<file path="config.mk">
export PLATFORM = sky130hd
export DESIGN_NAME = datetime_string_parser_flat
export DESIGN_NICKNAME = d
export VERILOG_FILES = /design/src/rtl/dtp_pkg.sv /design/src/rtl/dtp_if.sv /design/src/rtl/dtp_accum.sv /design/src/rtl/dtp_judge.sv /design/src/rtl/datetime_string_parser.sv /design/src/flat_wrapper.sv
export SDC_FILE = /design/constraint.sdc
export NUM_CORES = 1
export LEC_CHECK = 0
export BUFFER_PORTS_ARGS = -buffer_cell sky130_fd_sc_hd__buf_2
export CAP_MARGIN = 20
export CORE_UTILIZATION = 23
export DETAILED_ROUTE_END_ITERATION = 16
export GPL_TIMING_DRIVEN = 0
export PLACE_DENSITY = 0.39
export SYNTH_ARGS = -nofsm -noshare
export SYNTH_HDL_FRONTEND = slang
export SYNTH_SLANG_ARGS = --single-unit
</file>
<file path="constraint.sdc">
create_clock -name clk_i -period 16.6 [get_ports clk_i]
set_clock_uncertainty 0.1 [all_clocks]
set_input_delay 2.49 -clock clk_i [delete_from_list [all_inputs] [get_ports clk_i]]
set_output_delay 2.49 -clock clk_i [all_outputs]
set_load 0.005 [all_outputs]
</file>
<file path="src/rtl/dtp_pkg.sv">
`default_nettype none
package dtp_pkg;

  // widths of the character stream and of the result
  localparam int unsigned CHAR_W  = 8;
  localparam int unsigned POS_W   = 5;
  localparam int unsigned FIELD_W = 7;
  localparam int unsigned DIGIT_W = 4;
  localparam int unsigned VALUE_W = 47;
  localparam int unsigned STAT_W  = 3;
  localparam int unsigned YEAR_DIGITS = 4;

  // string layout YYYY-MM-DD hh:mm:ss
  localparam logic [POS_W-1:0] STR_LEN    = 5'd19;
  localparam logic [POS_W-1:0] POS_LAST   = 5'd18;
  localparam logic [POS_W-1:0] POS_MAX    = 5'd31;
  localparam logic [POS_W-1:0] POS_YEAR_E = 5'd3;
  localparam logic [POS_W-1:0] POS_DASH1  = 5'd4;
  localparam logic [POS_W-1:0] POS_MON_E  = 5'd6;
  localparam logic [POS_W-1:0] POS_DASH2  = 5'd7;
  localparam logic [POS_W-1:0] POS_DAY_E  = 5'd9;
  localparam logic [POS_W-1:0] POS_SPACE  = 5'd10;
  localparam logic [POS_W-1:0] POS_HOUR_E = 5'd12;
  localparam logic [POS_W-1:0] POS_COLON1 = 5'd13;
  localparam logic [POS_W-1:0] POS_MIN_E  = 5'd15;
  localparam logic [POS_W-1:0] POS_COLON2 = 5'd16;

  // character codes
  localparam logic [CHAR_W-1:0] CH_ZERO  = 8'h30;
  localparam logic [CHAR_W-1:0] CH_NINE  = 8'h39;
  localparam logic [CHAR_W-1:0] CH_DASH  = 8'h2D;
  localparam logic [CHAR_W-1:0] CH_SPACE = 8'h20;
  localparam logic [CHAR_W-1:0] CH_COLON = 8'h3A;

  // field limits
  localparam logic [FIELD_W-1:0] MONTH_MAX  = 7'd12;
  localparam logic [FIELD_W-1:0] HOUR_MAX   = 7'd23;
  localparam logic [FIELD_W-1:0] MINSEC_MAX = 7'd59;

  typedef enum logic [STAT_W-1:0] {
    ST_OK     = 3'd0,
    ST_FORMAT = 3'd1,
    ST_YEAR   = 3'd2,
    ST_MONTH  = 3'd3,
    ST_DAY    = 3'd4,
    ST_TIME   = 3'd5
  } status_e;

  // fields of one finished string, handed from the scanner to the checker
  typedef struct packed {
    logic                                  fmt_bad;
    logic [YEAR_DIGITS-1:0][DIGIT_W-1:0]   year_dig;
    logic [FIELD_W-1:0]                    month;
    logic [FIELD_W-1:0]                    day;
    logic [FIELD_W-1:0]                    hour;
    logic [FIELD_W-1:0]                    minute;
    logic [FIELD_W-1:0]                    second;
    logic [VALUE_W-1:0]                    value;
  } snap_t;

  // shift one decimal digit into a two-digit field
  function automatic logic [FIELD_W-1:0] push_digit(input logic [FIELD_W-1:0] acc,
                                                   input logic [DIGIT_W-1:0] dig);
    push_digit = FIELD_W'(acc * 7'd10) + FIELD_W'(dig);
  endfunction

  // days in a month, month 1 to 12
  function automatic logic [4:0] month_len(input logic [3:0] month, input logic leap);
    case (month)
      4'd4, 4'd6, 4'd9, 4'd11: month_len = 5'd30;
      4'd2:                    month_len = leap ? 5'd29 : 5'd28;
      default:                 month_len = 5'd31;
    endcase
  endfunction

endpackage
`default_nettype wire

</file>
<file path="src/rtl/dtp_if.sv">
`default_nettype none
// character stream: one byte per word, with end-of-string flag
interface dtp_char_if;
  logic                        valid;
  logic                        ready;
  logic [dtp_pkg::CHAR_W-1:0]  char_code;
  logic                        is_last;
  modport source (output valid, char_code, is_last, input ready);
  modport sink   (input valid, char_code, is_last, output ready);
endinterface

// result stream: status and packed value per string
interface dtp_res_if;
  logic                        valid;
  logic                        ready;
  logic [dtp_pkg::STAT_W-1:0]  status;
  logic [dtp_pkg::VALUE_W-1:0] packed_value;
  modport source (output valid, status, packed_value, input ready);
  modport sink   (input valid, status, packed_value, output ready);
endinterface
`default_nettype wire

</file>
<file path="src/rtl/dtp_accum.sv">
`default_nettype none
module dtp_accum (
  input  wire                clk_i,
  input  wire                rst_ni,
  dtp_char_if.sink           chr_i,
  output dtp_pkg::snap_t     snap_o,
  output logic               snap_valid_o,
  input  wire                snap_ready_i
);

  logic [dtp_pkg::POS_W-1:0]                              pos_q, pos_d;
  logic                                                   bad_q, bad_d;
  logic [dtp_pkg::YEAR_DIGITS-1:0][dtp_pkg::DIGIT_W-1:0]  year_q, year_d;
  logic [dtp_pkg::FIELD_W-1:0]  mon_q, mon_d, day_q, day_d, hour_q, hour_d;
  logic [dtp_pkg::FIELD_W-1:0]  min_q, min_d, sec_q, sec_d;
  logic [dtp_pkg::VALUE_W-1:0]  val_q, val_d;
  logic [dtp_pkg::DIGIT_W-1:0]  dig;
  logic                         is_digit;
  logic                         load;
  logic                         accept;
  dtp_pkg::snap_t               snap_q;
  logic                         snap_valid_q;

  // snapshot slot is free or draining this cycle
  assign load        = !snap_valid_q || snap_ready_i;
  assign chr_i.ready = load;
  assign accept      = chr_i.valid && load;

  assign is_digit = chr_i.char_code inside {[dtp_pkg::CH_ZERO:dtp_pkg::CH_NINE]};
  assign dig      = dtp_pkg::DIGIT_W'(chr_i.char_code - dtp_pkg::CH_ZERO);

  // character check and field update for the current place
  always_comb begin
    bad_d  = bad_q;
    year_d = year_q;
    mon_d  = mon_q;
    day_d  = day_q;
    hour_d = hour_q;
    min_d  = min_q;
    sec_d  = sec_q;
    val_d  = val_q;
    if (pos_q >= dtp_pkg::STR_LEN) begin
      bad_d = 1'b1;
    end else begin
      case (pos_q)
        dtp_pkg::POS_DASH1, dtp_pkg::POS_DASH2: begin
          if (chr_i.char_code != dtp_pkg::CH_DASH) bad_d = 1'b1;
        end
        dtp_pkg::POS_SPACE: begin
          if (chr_i.char_code != dtp_pkg::CH_SPACE) bad_d = 1'b1;
        end
        dtp_pkg::POS_COLON1, dtp_pkg::POS_COLON2: begin
          if (chr_i.char_code != dtp_pkg::CH_COLON) bad_d = 1'b1;
        end
        default: begin
          if (!is_digit) begin
            bad_d = 1'b1;
          end else begin
            // the digits in order build the value YYYYMMDDhhmmss as a binary integer
            val_d = dtp_pkg::VALUE_W'(val_q * 47'd10) + dtp_pkg::VALUE_W'(dig);
            if (pos_q <= dtp_pkg::POS_YEAR_E)      year_d[pos_q[1:0]] = dig;
            else if (pos_q <= dtp_pkg::POS_MON_E)  mon_d  = dtp_pkg::push_digit(mon_q, dig);
            else if (pos_q <= dtp_pkg::POS_DAY_E)  day_d  = dtp_pkg::push_digit(day_q, dig);
            else if (pos_q <= dtp_pkg::POS_HOUR_E) hour_d = dtp_pkg::push_digit(hour_q, dig);
            else if (pos_q <= dtp_pkg::POS_MIN_E)  min_d  = dtp_pkg::push_digit(min_q, dig);
            else                                   sec_d  = dtp_pkg::push_digit(sec_q, dig);
          end
        end
      endcase
    end
  end

  // scan state: cleared after the last character of a string
  always_ff @(posedge clk_i or negedge rst_ni) begin
    if (!rst_ni) begin
      pos_q  <= '0;
      bad_q  <= 1'b0;
      year_q <= '0;
      mon_q  <= '0;
      day_q  <= '0;
      hour_q <= '0;
      min_q  <= '0;
      sec_q  <= '0;
      val_q  <= '0;
    end else if (accept) begin
      if (chr_i.is_last) begin
        pos_q  <= '0;
        bad_q  <= 1'b0;
        year_q <= '0;
        mon_q  <= '0;
        day_q  <= '0;
        hour_q <= '0;
        min_q  <= '0;
        sec_q  <= '0;
        val_q  <= '0;
      end else begin
        pos_q  <= (pos_q == dtp_pkg::POS_MAX) ? pos_q : pos_q + 5'd1;
        bad_q  <= bad_d;
        year_q <= year_d;
        mon_q  <= mon_d;
        day_q  <= day_d;
        hour_q <= hour_d;
        min_q  <= min_d;
        sec_q  <= sec_d;
        val_q  <= val_d;
      end
    end
  end

  // snapshot register valid
  always_ff @(posedge clk_i or negedge rst_ni) begin
    if (!rst_ni) begin
      snap_valid_q <= 1'b0;
    end else if (load) begin
      snap_valid_q <= chr_i.valid && chr_i.is_last;
    end
  end

  // snapshot payload of a finished string
  always_ff @(posedge clk_i) begin
    if (accept && chr_i.is_last) begin
      snap_q.fmt_bad  <= bad_d || (pos_q != dtp_pkg::POS_LAST);
      snap_q.year_dig <= year_d;
      snap_q.month    <= mon_d;
      snap_q.day      <= day_d;
      snap_q.hour     <= hour_d;
      snap_q.minute   <= min_d;
      snap_q.second   <= sec_d;
      snap_q.value    <= val_d;
    end
  end

  assign snap_o       = snap_q;
  assign snap_valid_o = snap_valid_q;

endmodule
`default_nettype wire

</file>
<file path="src/rtl/dtp_judge.sv">
`default_nettype none
module dtp_judge (
  input  wire                clk_i,
  input  wire                rst_ni,
  input  wire dtp_pkg::snap_t snap_i,
  input  wire                snap_valid_i,
  output logic               snap_ready_o,
  dtp_res_if.source          res_o
);

  logic [1:0]                   yy_mod4;
  logic [1:0]                   cc_mod4;
  logic                         yy_zero;
  logic                         leap;
  logic [4:0]                   mdays;
  dtp_pkg::status_e             status;
  logic                         load;
  logic                         out_valid_q;
  dtp_pkg::status_e             status_q;
  logic [dtp_pkg::VALUE_W-1:0]  value_q;

  // leap year from the digits: 10a+b is 2a+b modulo 4
  assign yy_mod4 = 2'({snap_i.year_dig[2][0], 1'b0}) + snap_i.year_dig[3][1:0];
  assign cc_mod4 = 2'({snap_i.year_dig[0][0], 1'b0}) + snap_i.year_dig[1][1:0];
  assign yy_zero = (snap_i.year_dig[2] == '0) && (snap_i.year_dig[3] == '0);
  assign leap    = yy_zero ? (cc_mod4 == 2'd0) : (yy_mod4 == 2'd0);
  assign mdays   = dtp_pkg::month_len(snap_i.month[3:0], leap);

  // checks in priority order
  always_comb begin
    if (snap_i.fmt_bad) begin
      status = dtp_pkg::ST_FORMAT;
    end else if (snap_i.year_dig[0] == '0) begin
      status = dtp_pkg::ST_YEAR;
    end else if (snap_i.month == '0 || snap_i.month > dtp_pkg::MONTH_MAX) begin
      status = dtp_pkg::ST_MONTH;
    end else if (snap_i.day == '0 || snap_i.day > 7'(mdays)) begin
      status = dtp_pkg::ST_DAY;
    end else if (snap_i.hour > dtp_pkg::HOUR_MAX || snap_i.minute > dtp_pkg::MINSEC_MAX
                 || snap_i.second > dtp_pkg::MINSEC_MAX) begin
      status = dtp_pkg::ST_TIME;
    end else begin
      status = dtp_pkg::ST_OK;
    end
  end

  assign load         = !out_valid_q || res_o.ready;
  assign snap_ready_o = load;

  // result register valid
  always_ff @(posedge clk_i or negedge rst_ni) begin
    if (!rst_ni) begin
      out_valid_q <= 1'b0;
    end else if (load) begin
      out_valid_q <= snap_valid_i;
    end
  end

  // result register payload
  always_ff @(posedge clk_i) begin
    if (load && snap_valid_i) begin
      status_q <= status;
      value_q  <= (status == dtp_pkg::ST_OK) ? snap_i.value : '0;
    end
  end

  assign res_o.valid        = out_valid_q;
  assign res_o.status       = status_q;
  assign res_o.packed_value = value_q;

endmodule
`default_nettype wire

</file>
<file path="src/rtl/datetime_string_parser.sv">
`default_nettype none
// Datetime string parser.
// chr_i carries a text string one byte per word, is_last flagging the
// final byte. Each string is checked against YYYY-MM-DD hh:mm:ss (exactly
// 19 bytes) and its calendar values are validated; res_o then carries one
// word per string: status (ok, format, year, month, day, time error) and
// the value YYYYMMDDhhmmss as a binary integer, zero on any error.
// Bytes without is_last produce no output word.
// Throughput: one byte per cycle while chr_i.ready is high. The scan stage
// updates its field accumulators from the incoming byte; the last byte loads
// a snapshot register, the checker then loads the result register.
// The snapshot loads at the edge that accepts the last byte; the checker
// then moves it into the result register, which drives res_o.
// Reset clears the scan position, the accumulators and both valid flags;
// no output word is pending afterwards.
// When the receiver stalls, the result is held in its register, a second
// finished string waits in the snapshot register, and chr_i.ready drops
// only while both are full.
module datetime_string_parser (
  input  wire       clk_i,
  input  wire       rst_ni,
  dtp_char_if.sink  chr_i,
  dtp_res_if.source res_o
);

  dtp_pkg::snap_t snap;
  logic           snap_valid;
  logic           snap_ready;

  dtp_accum u_accum (
    .clk_i        (clk_i),
    .rst_ni       (rst_ni),
    .chr_i        (chr_i),
    .snap_o       (snap),
    .snap_valid_o (snap_valid),
    .snap_ready_i (snap_ready)
  );

  dtp_judge u_judge (
    .clk_i        (clk_i),
    .rst_ni       (rst_ni),
    .snap_i       (snap),
    .snap_valid_i (snap_valid),
    .snap_ready_o (snap_ready),
    .res_o        (res_o)
  );

  // a valid datetime never packs to zero
  a_ok_nonzero: assert property (@(posedge clk_i) disable iff (!rst_ni)
    res_o.valid && res_o.status == dtp_pkg::ST_OK |-> res_o.packed_value != '0)
    else $error("ok result with zero value");

  // errors carry a zero value
  a_err_zero: assert property (@(posedge clk_i) disable iff (!rst_ni)
    res_o.valid && res_o.status != dtp_pkg::ST_OK |-> res_o.packed_value == '0)
    else $error("error result with nonzero value");

  // the last byte of a string always lands in the snapshot
  a_last_snap: assert property (@(posedge clk_i) disable iff (!rst_ni)
    chr_i.valid && chr_i.ready && chr_i.is_last |=> snap_valid)
    else $error("finished string lost");

  // a stalled snapshot holds its contents
  a_snap_hold: assert property (@(posedge clk_i) disable iff (!rst_ni)
    snap_valid && !snap_ready |=> snap_valid && $stable(snap))
    else $error("snapshot changed while stalled");

endmodule
`default_nettype wire

</file>
<file path="src/flat_wrapper.sv">
// flat-port wrapper written by rule: the top's interface ports become plain ports
module datetime_string_parser_flat 
  (clk_i, rst_ni, chr_i_valid, chr_i_char_code, chr_i_is_last, chr_i_ready, res_o_valid, res_o_status, res_o_packed_value, res_o_ready);
  dtp_char_if chr_i_i ();
  dtp_res_if res_o_i ();
  input  wire clk_i;
  input  wire rst_ni;
  input wire logic [$bits(chr_i_i.valid)-1:0] chr_i_valid;
  input wire logic [$bits(chr_i_i.char_code)-1:0] chr_i_char_code;
  input wire logic [$bits(chr_i_i.is_last)-1:0] chr_i_is_last;
  output wire logic [$bits(chr_i_i.ready)-1:0] chr_i_ready;
  output wire logic [$bits(res_o_i.valid)-1:0] res_o_valid;
  output wire logic [$bits(res_o_i.status)-1:0] res_o_status;
  output wire logic [$bits(res_o_i.packed_value)-1:0] res_o_packed_value;
  input wire logic [$bits(res_o_i.ready)-1:0] res_o_ready;
  assign chr_i_i.valid = chr_i_valid;
  assign chr_i_i.char_code = chr_i_char_code;
  assign chr_i_i.is_last = chr_i_is_last;
  assign chr_i_ready = chr_i_i.ready;
  assign res_o_valid = res_o_i.valid;
  assign res_o_status = res_o_i.status;
  assign res_o_packed_value = res_o_i.packed_value;
  assign res_o_i.ready = res_o_ready;
  datetime_string_parser u_core (.clk_i(clk_i), .rst_ni(rst_ni), .chr_i(chr_i_i), .res_o(res_o_i));
endmodule
</file>
# Word-level counts from Yosys, hierarchy flattened
# Index checks and enable logic that the tools add are counted.
[classes] add_sub_neg=10 n_mul=6 n_div=0 n_lt_le_gt_ge=15 n_eq_ne=16 shifts=0 n_mux=68 bitwise=0 reduce_logical=29
[ops] op="$mux 7" n=39
[ops] op="$mux 47" n=4
[ops] op="$mux 16" n=5
[ops] op="$add 47x4->47" n=1
[ops] op="$mul 47x3->46 const B" n=1
[ops] op="$add 7x4->7" n=5
[ops] op="$mul 7x3->6 const B" n=5
[ops] op="$ne 8x6->1 const B" n=3
[ops] op="$bwmux 16" n=1
[ops] op="$le 5x4->1 const B" n=3
[ops] op="$mux 3" n=5
[ops] op="$gt 7x6->1 const B" n=2
[ops] op="$logic_not 7->1" n=2
[ops] op="$logic_not 4->1" n=3
[ops] op="$eq 5x3->1 const B" n=2
[ops] op="$eq 5x4->1 const B" n=2
[ops] op="$eq 5x5->1 const B" n=2
[ops] op="$mux 5" n=2
[ops] op="$demux 4 s2" n=1
[ops] op="$eq 4x3->1 const B" n=2
[ops] op="$eq 4x4->1 const B" n=2
[ops] op="$ge 8x6->1 const B" n=1
[ops] op="$le 8x6->1 const B" n=1
[ops] op="$mux 1" n=8
[ops] op="other kinds (26)" n=42
[totals] regBits=253 latchBits=0 mem_bits_rw=0 rom_bits=0 in_bits=13 out_inout_bits=52 wordCells=171 mem_count=0

# Logic depth before layout (Yosys ltp)
# Gate-level depths: netlist (run 1).
[logic_depth] word_depth=12 ltp_mapped=18

# Modules after synthesis
# From an unflattened synthesis (run 1), not the netlist that was laid out.
[unflattened] cells_unflattened=1597 hier_area_um2=16366.9
[modules_own_cells] mod="dtp_accum" instances=1 cells_per_inst=1397 area_each_um2=13952.1 seq_area_each_um2=5600.4
[modules_own_cells] mod="dtp_judge" instances=1 cells_per_inst=200 area_each_um2=2414.8 seq_area_each_um2=1526.5

# Least setup slack after synthesis (run 1)
# OpenSTA, ideal clock, no wires.
[synth_timing] kind="input to register" startpoint="input res_o_ready" endpoint="register u_core.u_accum.snap_q (netlist bit u_core.u_accum.snap_o[0]) (enable)" setup_time_ns=0.540 t_arrival_ns=7.003 path_slack_ns=8.957 stages=5 cell_sequence="nand3b_1 -> nand2_1 -> clkbuf_1 -> clkbuf_1 -> nor2_1"
[synth_between] elab_chain_len=4
[synth_rtl] element="from (decl)" line_no="flat_wrapper.sv:15" rtl="input wire logic [$bits(res_o_i.ready)-1:0] res_o_ready;"
[synth_rtl] element="$logic_or 1x1->1" line_no="dtp_judge.sv:47" rtl="assign load = !out_valid_q || res_o.ready;"
[synth_rtl] element="$logic_or 1x1->1" line_no="dtp_accum.sv:25" rtl="assign load = !snap_valid_q || snap_ready_i;"
[synth_rtl] element="$logic_and 1x1->1" line_no="dtp_accum.sv:27" rtl="assign accept = chr_i.valid && load;"
[synth_rtl] element="$logic_and 1x1->1" line_no="dtp_accum.sv:121" rtl="if (accept && chr_i.is_last) begin"
[synth_rtl] element="to (decl)" line_no="dtp_accum.sv:21" rtl="dtp_pkg::snap_t snap_q;"
# No other way between the ends.
# A chain may end at the register's enable or synchronous reset.

# Worst setup path after layout (run 1)
[layout_timing] startpoint="input chr_i_char_code[2]" endpoint="register u_core.u_accum.snap_q (netlist bit u_core.u_accum.snap_o[40]) (data pin)"
[layout_between] elab_chain_len=5 word_cells_on_any_way=8
[layout_rtl] element="from (decl)" line_no="flat_wrapper.sv:9" rtl="input wire logic [$bits(chr_i_i.char_code)-1:0] chr_i_char_code;"
[layout_rtl] element="$sub 4x1->4 (tied with other cells)" line_no="dtp_accum.sv:30" rtl="assign dig = dtp_pkg::DIGIT_W'(chr_i.char_code - dtp_pkg::CH_ZERO);"
[layout_rtl] element="$add 47x4->47 / $logic_and 1x1->1 (equally long branches)" line_no="dtp_accum.sv:60, dtp_accum.sv:29"
[layout_rtl] element="$mux 47 (*)" line_no="dtp_accum.sv:56" rtl="if (!is_digit) begin"
[layout_rtl] element="$mux 47 (*)" line_no="dtp_accum.sv:45" rtl="case (pos_q)"
[layout_rtl] element="$mux 47 (*)" line_no="dtp_accum.sv:42" rtl="if (pos_q >= dtp_pkg::STR_LEN) begin"
[layout_rtl] element="net u_core.u_accum.val_d (one bit)" line_no="dtp_accum.sv:16" rtl="logic [dtp_pkg::VALUE_W-1:0] val_q, val_d;"
# The timed path passes the listed nets; every way through them passes the cells marked *.

==> results.txt, run 1 <==
Status = completed
Largest family of logic cells by synthesized area = compound AO/OA/AOI/OAI gates
Adder-Cell Fraction of Synth Area = 11.97%
RSZ-0062 raised after global routing = no
Worst endpoint data arrival time = 6500 ps
Top cells by area, synth = edfxtp_1 27%, dfrtp_1 17%, ha_1 10%
CTS buffer count = 28
Final HPWL DP = 35,640 um
CTS tree = done
Share of cells above drive strength 1 = 11.43%
Flop pwr share = 48.8%
WL met3 = 1010 um
Net switching power = 0.3446 mW
Post-Place Cells = 2,457
Compound-Gate Fraction of Synth Area = 17.54%
Sequential fraction of the synthesis area = 43.37%
Vias = 11,850
Root buf cell = clkbuf_16
Met1 WL = 22,310 um
YS warnings = 0
Antenna cells = 0
Pin count of the biggest net entering global routing = 66
Fin. Hold Viols = 0
CTS resizes = 0
Max Cap Viol = 0
FF+latch count, synth = 244
Commonest non-fill, non-tap cell in the layout = nand2_1
Post-CTS Setup Bufs = 0
Layout Nets = 1,770
Post-Synth XOR/XNOR Area = 5.413%
Crit path required time = 16,760 ps
Fin crit period = 6337 ps
Worst-path fanout max = 13
Distinct cells, synth = 79
Worst Max-Slew Pin Slew = 1109 ps
I/O Pins = 65
Max Clk Rate = 157.8 MHz
Routed vias/inst = 4.724
Global-route wire length before repair = 72,770 um
Vias in the first global route = 12,230
Port Buf Inserts = 64
Mux share of post-synthesis cell area = 3.540%
Pins Over Slew Limit = 0
Die Width = 263.2 um
Final Cycle Share = 38.18%
CTS max path bufs = 3
Crit path capture type = flip-flop
Die H = 263.2 um
# fillers = 7,087
Final setup fails = 0
Worst Setup Start Kind = input port
Gp weighted congestion = 0.8087
Slew HR = 25.37%
Synth Net Count = 1,671
Synth-to-Final Area Change = 15.47%
Rows = 95
Leakage power = 7.374 nW
Cell Chain, Critical Path = buf_2 > ha_1 > a21o_1 > a21oi_1 > nor2_1 > nand2_1 > nor3_1 > nor4bb_1 > nand3_1 > nor4_1 > nand4_1 > xor2_1 > o21ai_0
DR top layer = met4
DRT iter0 DRCs = 730
Power Dens Cells = 77.03 mW/mm^2
Post-synth EDFFs = 140
Met2 wire length = 22,340 um
Sw Ratio = 24.69%
Non-filler cells, final = 2,509
Most frequent cells in the layout = 161 x nand2_1, 140 x edfxtp_1, 131 x ha_1
Post-synth ARST share = 42.62%
Clk sinks = 244
Die area = 0.06928 mm^2
Hold-fix buffers, CTS = 0
Combinational share of power = 7.3%
Kind of critical path = input port to flip-flop
DRC Markers = 0
Max stage delay on crit path = 880 ps
Synthesized-area fraction occupied by and/or/nand/nor cells = 15.89%
Synth top area share = 26.79%
Post-Syn Area = 0.01569 mm^2
Worst-Skew Late Latency = 570 ps
Worst min path class = flip-flop to flip-flop
P_int = 1.051 mW
Primary FF master, synth = edfxtp_1
Clock network fraction of total power = 43.9%
Max stage delay cell, worst path = nor4_1
Starting Density = 23.29%
# H-tree levels = 1
Core area = 0.06740 mm^2
Mapped Cells = 1,515
Setup TNS = 0 ps
Initial antenna violation count = 0
Worst VDD drop = 0.07116 mV
Congestion Overflow GR = 0
Routed Antenna Nets = 0
Post-DR wirelength/cell = 18.41 um
Initial DRT Pass Iterations = 5
Dominant cell type by area after synthesis = edfxtp_1
Power Total = 1.396 mW
Final wirelength = 46,190 um
Synthesized area per cell = 10.36 um^2
Clock-pin slew on the worst setup and hold paths = 60 ps
Gr usage total = 13.25%
logic make-up after synthesis:
family | count (synthesis)
AND/OR/NAND/NOR | 485
AO/OA/AOI/OAI | 406
flip-flops | 244
adder cells (fa/ha/maj) | 143
XOR/XNOR | 97
buffers and inverters | 90
multiplexers | 50
synth_stat cells, types with 5 or more instances:
master,number
a211o_1,7
a211oi_1,15
a21boi_0,5
a21o_1,27
a21oi_1,78
a22o_1,74
a22oi_1,8
a31o_2,5
a31oi_1,9
and2_1,66
and3_1,8
and4_1,11
buf_2,12
clkbuf_1,50
dfrtp_1,104
edfxtp_1,140
fa_1,12
ha_1,131
inv_1,27
mux2_2,40
mux2i_1,6
nand2_1,161
nand3_1,40
nand4_1,20
nor2_1,70
nor2b_1,15
nor3_1,28
nor3b_1,9
nor4_1,10
o211ai_1,9
o21a_1,13
o21ai_0,105
o21ai_1,8
o31ai_1,7
or3_1,15
or4_1,5
xnor2_1,72
xor2_1,25
metrics by stage:
stage | setup slack (ps) | utilization (%) | area (um^2) | hold WS [ps]
floorplan | 8957 | - | 15690 | 349.0
global placement | 5683 | 25.38 | 17110 | 372.1
detailed placement | 9612 | 25.56 | 17230 | 376.1
CTS | 10180 | 26.89 | 18120 | 391.3
global route | 9966 | 26.89 | 18120 | 410.2
finish | 10260 | 26.89 | 18120 | 391.0
per-layer routing:
metal / vias up / GRT usage, %
li1: 5867 / -
met1: 5811 / 18.03
met2: 140 / 22.97
met3: 34 / 1.122
met4: 0 / 2.418
met5: - / 0
layout make-up:
cell class / count / area (um^2) / share of cell area [%]
multi-input cells: 1181 / 8539 / 47.12
clock buffers: 39 / 783.3 / 4.322
clock inverters: 13 / 108.9 / 0.6007
plain buffers: 63 / 255.2 / 1.409
flip-flops and latches: 244 / 6807 / 37.56
well taps: 873 / 1092 / 6.028
repair buffers: 69 / 434.2 / 2.396
inverters: 27 / 101.3 / 0.5593
flip-flops by register name (all words and copies together), names as in the netlist:
name and cells:
u_core.u_judge.res_o.status 3, u_core.u_accum.snap_valid_o 1, u_core.u_judge.res_o.packed_value 47, u_core.u_accum.min_q 7, u_core.u_accum.snap_o 90, u_core.u_accum.hour_q 7
u_core.u_accum.year_q 14, u_core.u_accum.bad_q 1, u_core.u_accum.mon_q 7, u_core.u_accum.pos_q 5, u_core.u_accum.day_q 7, u_core.u_accum.sec_q 7
u_core.u_accum.val_q 47, u_core.u_judge.res_o.valid 1
path summary, 6_finish.rpt:
path | start | slack (ps) | cells after the start | end
setup reg to reg | u_core.u_accum.val_q[1] | 10800 | 14 | u_core.u_accum.snap_o[40]
setup / recovery | chr_i_char_code[2] | 10260 | 13 | u_core.u_accum.snap_o[40]
max in group asynchronous | rst_ni | 13890 | 2 | u_core.u_accum.mon_q[1]
hold / removal | u_core.u_accum.bad_q | 390 | 2 | u_core.u_accum.bad_q
min in group asynchronous | rst_ni | 1760 | 1 | u_core.u_accum.day_q[2]
hold reg to reg | u_core.u_accum.bad_q | 390 | 2 | u_core.u_accum.bad_q
power groups by stage:
stage	Combinational (mW)	Clock, mW	Sequential, mW
after detailed placement	0.104	0	0.694
after CTS	0.104	0.637	0.682
after floorplan	0.0566	0	0.692
final	0.101	0.613	0.681
after global placement	0.0982	0	0.697
after global routing	0.114	0.658	0.684
worst max-delay path: cells and delay by family:
kind,cells,cell delay [ps]
AND/OR/NAND/NOR,7,2740
buffers and inverters,1,440
AO/OA/AOI/OAI,3,340
XOR/XNOR,1,240
adder cells (fa/ha/maj),1,230
No activity file was read; power rests on OpenSTA's default activity.
==> inputs of run 2 (changes only) <==
--- a/config.mk
+++ b/config.mk
@@ -10,7 +10,7 @@
 export CORE_UTILIZATION = 23
 export DETAILED_ROUTE_END_ITERATION = 16
 export GPL_TIMING_DRIVEN = 0
-export PLACE_DENSITY = 0.39
+export PLACE_DENSITY = 0.4
 export SYNTH_ARGS = -nofsm -noshare
 export SYNTH_HDL_FRONTEND = slang
 export SYNTH_SLANG_ARGS = --single-unit
==> constraint.sdc (replaced) <==
create_clock -name clk_i -period 5.5 [get_ports clk_i]
set_clock_uncertainty 0.1 [all_clocks]
set_input_delay 0.825 -clock clk_i [delete_from_list [all_inputs] [get_ports clk_i]]
set_output_delay 0.825 -clock clk_i [all_outputs]
set_load 0.005 [all_outputs]
==> results.txt, run 2 (synthesis results as in run 1) <==
Vias in the first global route = 11,960
Hold_ws = 72.32 ps
Fin. Hold Viols = 0
GR Layer Usage met1 = 18.01%
Crit path required time = 5690 ps
Starting Density = 23.29%
Share of cells above drive strength 1 = 11.57%
Met3 Track Usage GR = 1.010%
Crit path capture type = flip-flop
Worst Max-Slew Pin Slew = 958.8 ps
Core area = 0.06740 mm^2
Final wirelength = 45,440 um
Most frequent cells in the layout = 161 x nand2_1, 140 x edfxtp_1, 131 x ha_1
Die H = 263.2 um
DRC Markers = 0
Max Clk Rate = 191.4 MHz
Kind of critical path = flip-flop to flip-flop
Worst VDD drop = 0.1928 mV
Rows = 95
Setup TNS = 0 ps
Fin crit period = 5226 ps
Gr usage total = 13.08%
# H-tree levels = 1
Power Dens Cells = 235.0 mW/mm^2
Die area = 0.06928 mm^2
Clk sinks = 244
Routed Antenna Nets = 0
Initial antenna violation count = 0
CTS buffer count = 27
Vias = 11,900
Max reg flops = 90
Synth-to-Final Area Change = 15.79%
Worst endpoint data arrival time = 5420 ps
Pin count of the biggest net entering global routing = 76
Final setup fails = 0
Global-route wire length before repair = 71,850 um
Worst Setup Start Kind = flip-flop
Worst min path class = input port to asynchronous set/reset pin
RSZ-0062 raised after global routing = no
Final HPWL DP = 35,230 um
I/O Pins = 65
Root buf cell = clkbuf_16
Leakage power = 7.381 nW
Post-DR wirelength/cell = 18.13 um
Port Buf Inserts = 64
Final Cycle Share = 95.01%
DRT iter0 DRCs = 636
Routed vias/inst = 4.747
Congestion Overflow GR = 0
Max Cap Viol = 0
CTS tree = done
Clock-pin slew on the worst setup and hold paths = 60 ps
CTS max path bufs = 3
GR met2 Demand/Resource = 22.40%
Hold-fix buffers, CTS = 0
Status = completed
Worst-path fanout max = 6
Layout Nets = 1,769
Pins Over Slew Limit = 0
Slew HR = 35.24%
Initial DRT Pass Iterations = 4
Power Total = 4.270 mW
Worst-Skew Late Latency = 540 ps
Antenna cells = 0
Fin util = 26.96%
Die Width = 263.2 um
Gp weighted congestion = 0.8357
Commonest non-fill, non-tap cell in the layout = nand2_1
Busiest grt layer = met2
## run 2: layout make-up
cell class,count,area [um^2]
timing repair buffer,69,441.7
buffer,63,255.2
fill,7070,49220
inverter,27,101.3
multi-input combinational,1181,8563
tap,873,1092
sequential,244,6807
clock buffer,32,694.4
clock inverter,17,217.7
## run 2: worst paths after layout
check | startpoint | to | slack [ps] | depth (start not counted)
max in group asynchronous | rst_ni | u_core.u_accum.mon_q[5] | 4480 | 2
worst min register to register | u_core.u_accum.bad_q | u_core.u_accum.bad_q | 380 | 2
worst max register to register | u_core.u_accum.val_q[1] | u_core.u_accum.snap_o[35] | 270 | 15
min in group clk_i | u_core.u_accum.bad_q | u_core.u_accum.bad_q | 380 | 2
worst max-delay path | u_core.u_accum.val_q[1] | u_core.u_accum.snap_o[35] | 270 | 15
worst min-delay path | rst_ni | u_core.u_accum.hour_q[4] | 70 | 1
## run 2: what timing repair did
item / in CTS / in global routing
gates resized for setup: 2 / 2
cloned: 0 / 0
buffers inserted: 0 / 0
endpoints found under the setup margin: 9 / 10
## run 2: where the power goes
group | internal (mW) | switching [mW] | leakage (nW) | total, mW
logic | 0.106 | 0.198 | 4.15 | 0.304
clock network | 1.14 | 0.773 | 0.440 | 1.91
registers | 2.02 | 0.0385 | 2.79 | 2.06
total | 3.26 | 1.01 | 7.38 | 4.27
## run 2: stage by stage
| stage | cell area [um^2] | instances | setup WS, ps |
|---|---|---|---|
| global placement | 17110 | 2452 | -1235 |
| detailed placement | 17240 | 2457 | -141.8 |
| global route | 18170 | 2506 | 10.97 |
| floorplan | 15700 | 1515 | 1038 |
| CTS | 18160 | 2506 | 56.27 |
| finish | 18170 | 2506 | 274.4 |
## run 2: worst max-delay path, cell delays in order, from the launching register on
cell and delay (ps):
dfrtp_1 440, ha_1 320, ha_1 240, fa_1 420
a211oi_2 450, o31ai_4 160, a31oi_1 360, o21ai_1 190
xor2_1 330, o2111ai_1 270, or2_0 280, buf_2 170
nor4_2 620, nor2b_1 230, xnor2_1 100, mux2_2 290
## run 2: layer usage
layer | routed length, um | vias up
li1 | - | 5867
met1 | 22050 | 5850
met2 | 21780 | 141
met3 | 1001 | 37
met4 | 607 | 0
met5 | 0 | -
==> inputs of run 3 (changes only) <==
--- a/config.mk
+++ b/config.mk
@@ -7,10 +7,11 @@
 export LEC_CHECK = 0
 export BUFFER_PORTS_ARGS = -buffer_cell sky130_fd_sc_hd__buf_2
 export CAP_MARGIN = 20
-export CORE_UTILIZATION = 23
+export CORE_UTILIZATION = 57
 export DETAILED_ROUTE_END_ITERATION = 16
+export GPL_ROUTABILITY_DRIVEN = 0
 export GPL_TIMING_DRIVEN = 0
-export PLACE_DENSITY = 0.4
+export PLACE_DENSITY = 0.79
 export SYNTH_ARGS = -nofsm -noshare
 export SYNTH_HDL_FRONTEND = slang
 export SYNTH_SLANG_ARGS = --single-unit
==> results.txt, run 3 (synthesis results as in run 1) <==
Final Cycle Share = 95.38%
Synth-to-Final Area Change = 10.36%
DRT iter0 DRCs = 1,180
DRC Markers = 0
Gr usage total = 27.27%
Antenna cells = 0
Non-filler cells, final = 1,965
# fillers = 2,088
Worst VDD drop = 0.1656 mV
Share of cells above drive strength 1 = 10.96%
Die H = 167.9 um
Post-Place Cells = 1,924
Global-route wire length before repair = 61,540 um
Worst-Skew Late Latency = 510 ps
Pins Over Slew Limit = 0
Worst Setup Start Kind = flip-flop
Flop pwr share = 51.5%
Crit path capture type = flip-flop
# H-tree levels = 1
Pin count of the biggest net entering global routing = 57
Hold-fix buffers, CTS = 0
Leakage power = 7.302 nW
Fin crit period = 5246 ps
Worst min path class = input port to asynchronous set/reset pin
Routed Antenna Nets = 0
Status = completed
Clk sinks = 244
I/O Pins = 65
Initial antenna violation count = 0
Fin util = 64.26%
CTS resizes = 0
RSZ-0062 raised after global routing = no
Crit path required time = 5610 ps
Power Dens Cells = 230.8 mW/mm^2
Initial DRT Pass Iterations = 6
Rows = 60
CTS buffer count = 23
Clock network fraction of total power = 41.2%
Most frequent cells in the layout = 161 x nand2_1, 140 x edfxtp_1, 131 x ha_1
Congestion Overflow GR = 0
Routed vias/inst = 6.371
Fin. Hold Viols = 0
Sw Ratio = 22.67%
Final HPWL DP = 28,640 um
Worst endpoint data arrival time = 5360 ps
Post-CTS Setup Bufs = 0
Non-Filler Cell Area, Final = 0.01732 mm^2
Net switching power = 0.9062 mW
Die Width = 167.9 um
Combinational share of power = 7.4%
Vias = 12,520
Final setup fails = 0
Layout Nets = 1,764
Die area = 0.02820 mm^2
Slew HR = 37.44%
Core area = 0.02695 mm^2
Worst Max-Slew Pin Slew = 936.2 ps
Starting Density = 58.23%
Clock-pin slew on the worst setup and hold paths = 60 ps
Root buf cell = clkbuf_16
Cell Area, Placed = 0.01654 mm^2
Port Buf Inserts = 64
Max reg flops = 90
Max Clk Rate = 190.6 MHz
Post-DR wirelength/cell = 19.58 um
CTS max path bufs = 3
P_int = 3.091 mW
Worst-path fanout max = 5
Max Cap Viol = 0
CTS tree = done
Kind of critical path = flip-flop to flip-flop
Commonest non-fill, non-tap cell in the layout = nand2_1
Vias in the first global route = 12,050
Final wirelength = 38,480 um
[run 3: layout make-up]
type	instances	area, um^2	area share [%]
plain buffers	63	255.2	1.474
clock buffers	29	608.1	3.511
clock inverters	12	158.9	0.9175
inverters	27	101.3	0.5852
multi-input cells	1181	8552	49.38
flip-flops and latches	244	6807	39.30
well taps	341	426.7	2.464
repair buffers	68	410.4	2.370
[run 3: worst paths after layout]
path                                         startpoint                         to  slack (ps)  cells after the start
worst max-delay path            u_core.u_accum.val_q[1]  u_core.u_accum.snap_o[40]         250                     14
worst min-delay path                             rst_ni    u_core.u_accum.day_q[4]         290                      1
worst max register to register  u_core.u_accum.val_q[1]  u_core.u_accum.snap_o[40]         250                     14
worst min register to register     u_core.u_accum.bad_q       u_core.u_accum.bad_q         390                      2
max in group asynchronous                        rst_ni   u_core.u_accum.val_q[45]        4270                      2
min in group clk_i                 u_core.u_accum.bad_q       u_core.u_accum.bad_q         390                      2
[run 3: power groups by stage]
stage / Combinational, mW / Clock [mW] / Sequential, mW
after floorplan: 0.171 / 0 / 2.09
after global placement: 0.271 / 0 / 2.10
after detailed placement: 0.292 / 0 / 2.09
after CTS: 0.295 / 1.66 / 2.06
after global routing: 0.324 / 1.73 / 2.06
final: 0.295 / 1.65 / 2.06
[run 3: per-stage QoR]
stage          total power [mW]  setup slack [ps]  hold slack (ps)  setup TNS [ps]
2_1_floorplan             2.259              1038            349.0               0
5_1_grt                   4.113             27.16            339.0               0
6_report                  3.997             253.9            287.8               0
4_1_cts                   4.011             131.3            320.1               0
3_5_place_dp              2.385             199.9            376.3               0
3_3_place_gp              2.367            -669.2            367.4          -59070
[run 3: per-layer routing]
| layer | vias to the layer above | GRT usage, % | wire length (um) |
|---|---|---|---|
| met4 | 0 | 8.217 | 1078 |
| met3 | 75 | 2.445 | 2309 |
| met1 | 6114 | 36.50 | 16570 |
| met2 | 481 | 47.14 | 18530 |
| li1 | 5849 | - | - |
| met5 | - | 0 | 0 |
[run 3: critical path, stage by stage (launching register included)]
cell      delay [ps]
dfrtp_1          470
ha_1             340
ha_1             240
fa_1             420
a211oi_2         430
o31ai_4          160
a31oi_1          310
xnor2_1          250
nand4_1          220
nor4bb_1         730
nand3_1          230
nor4_2           470
nand4_1          180
xor2_1           240
o21ai_0          170
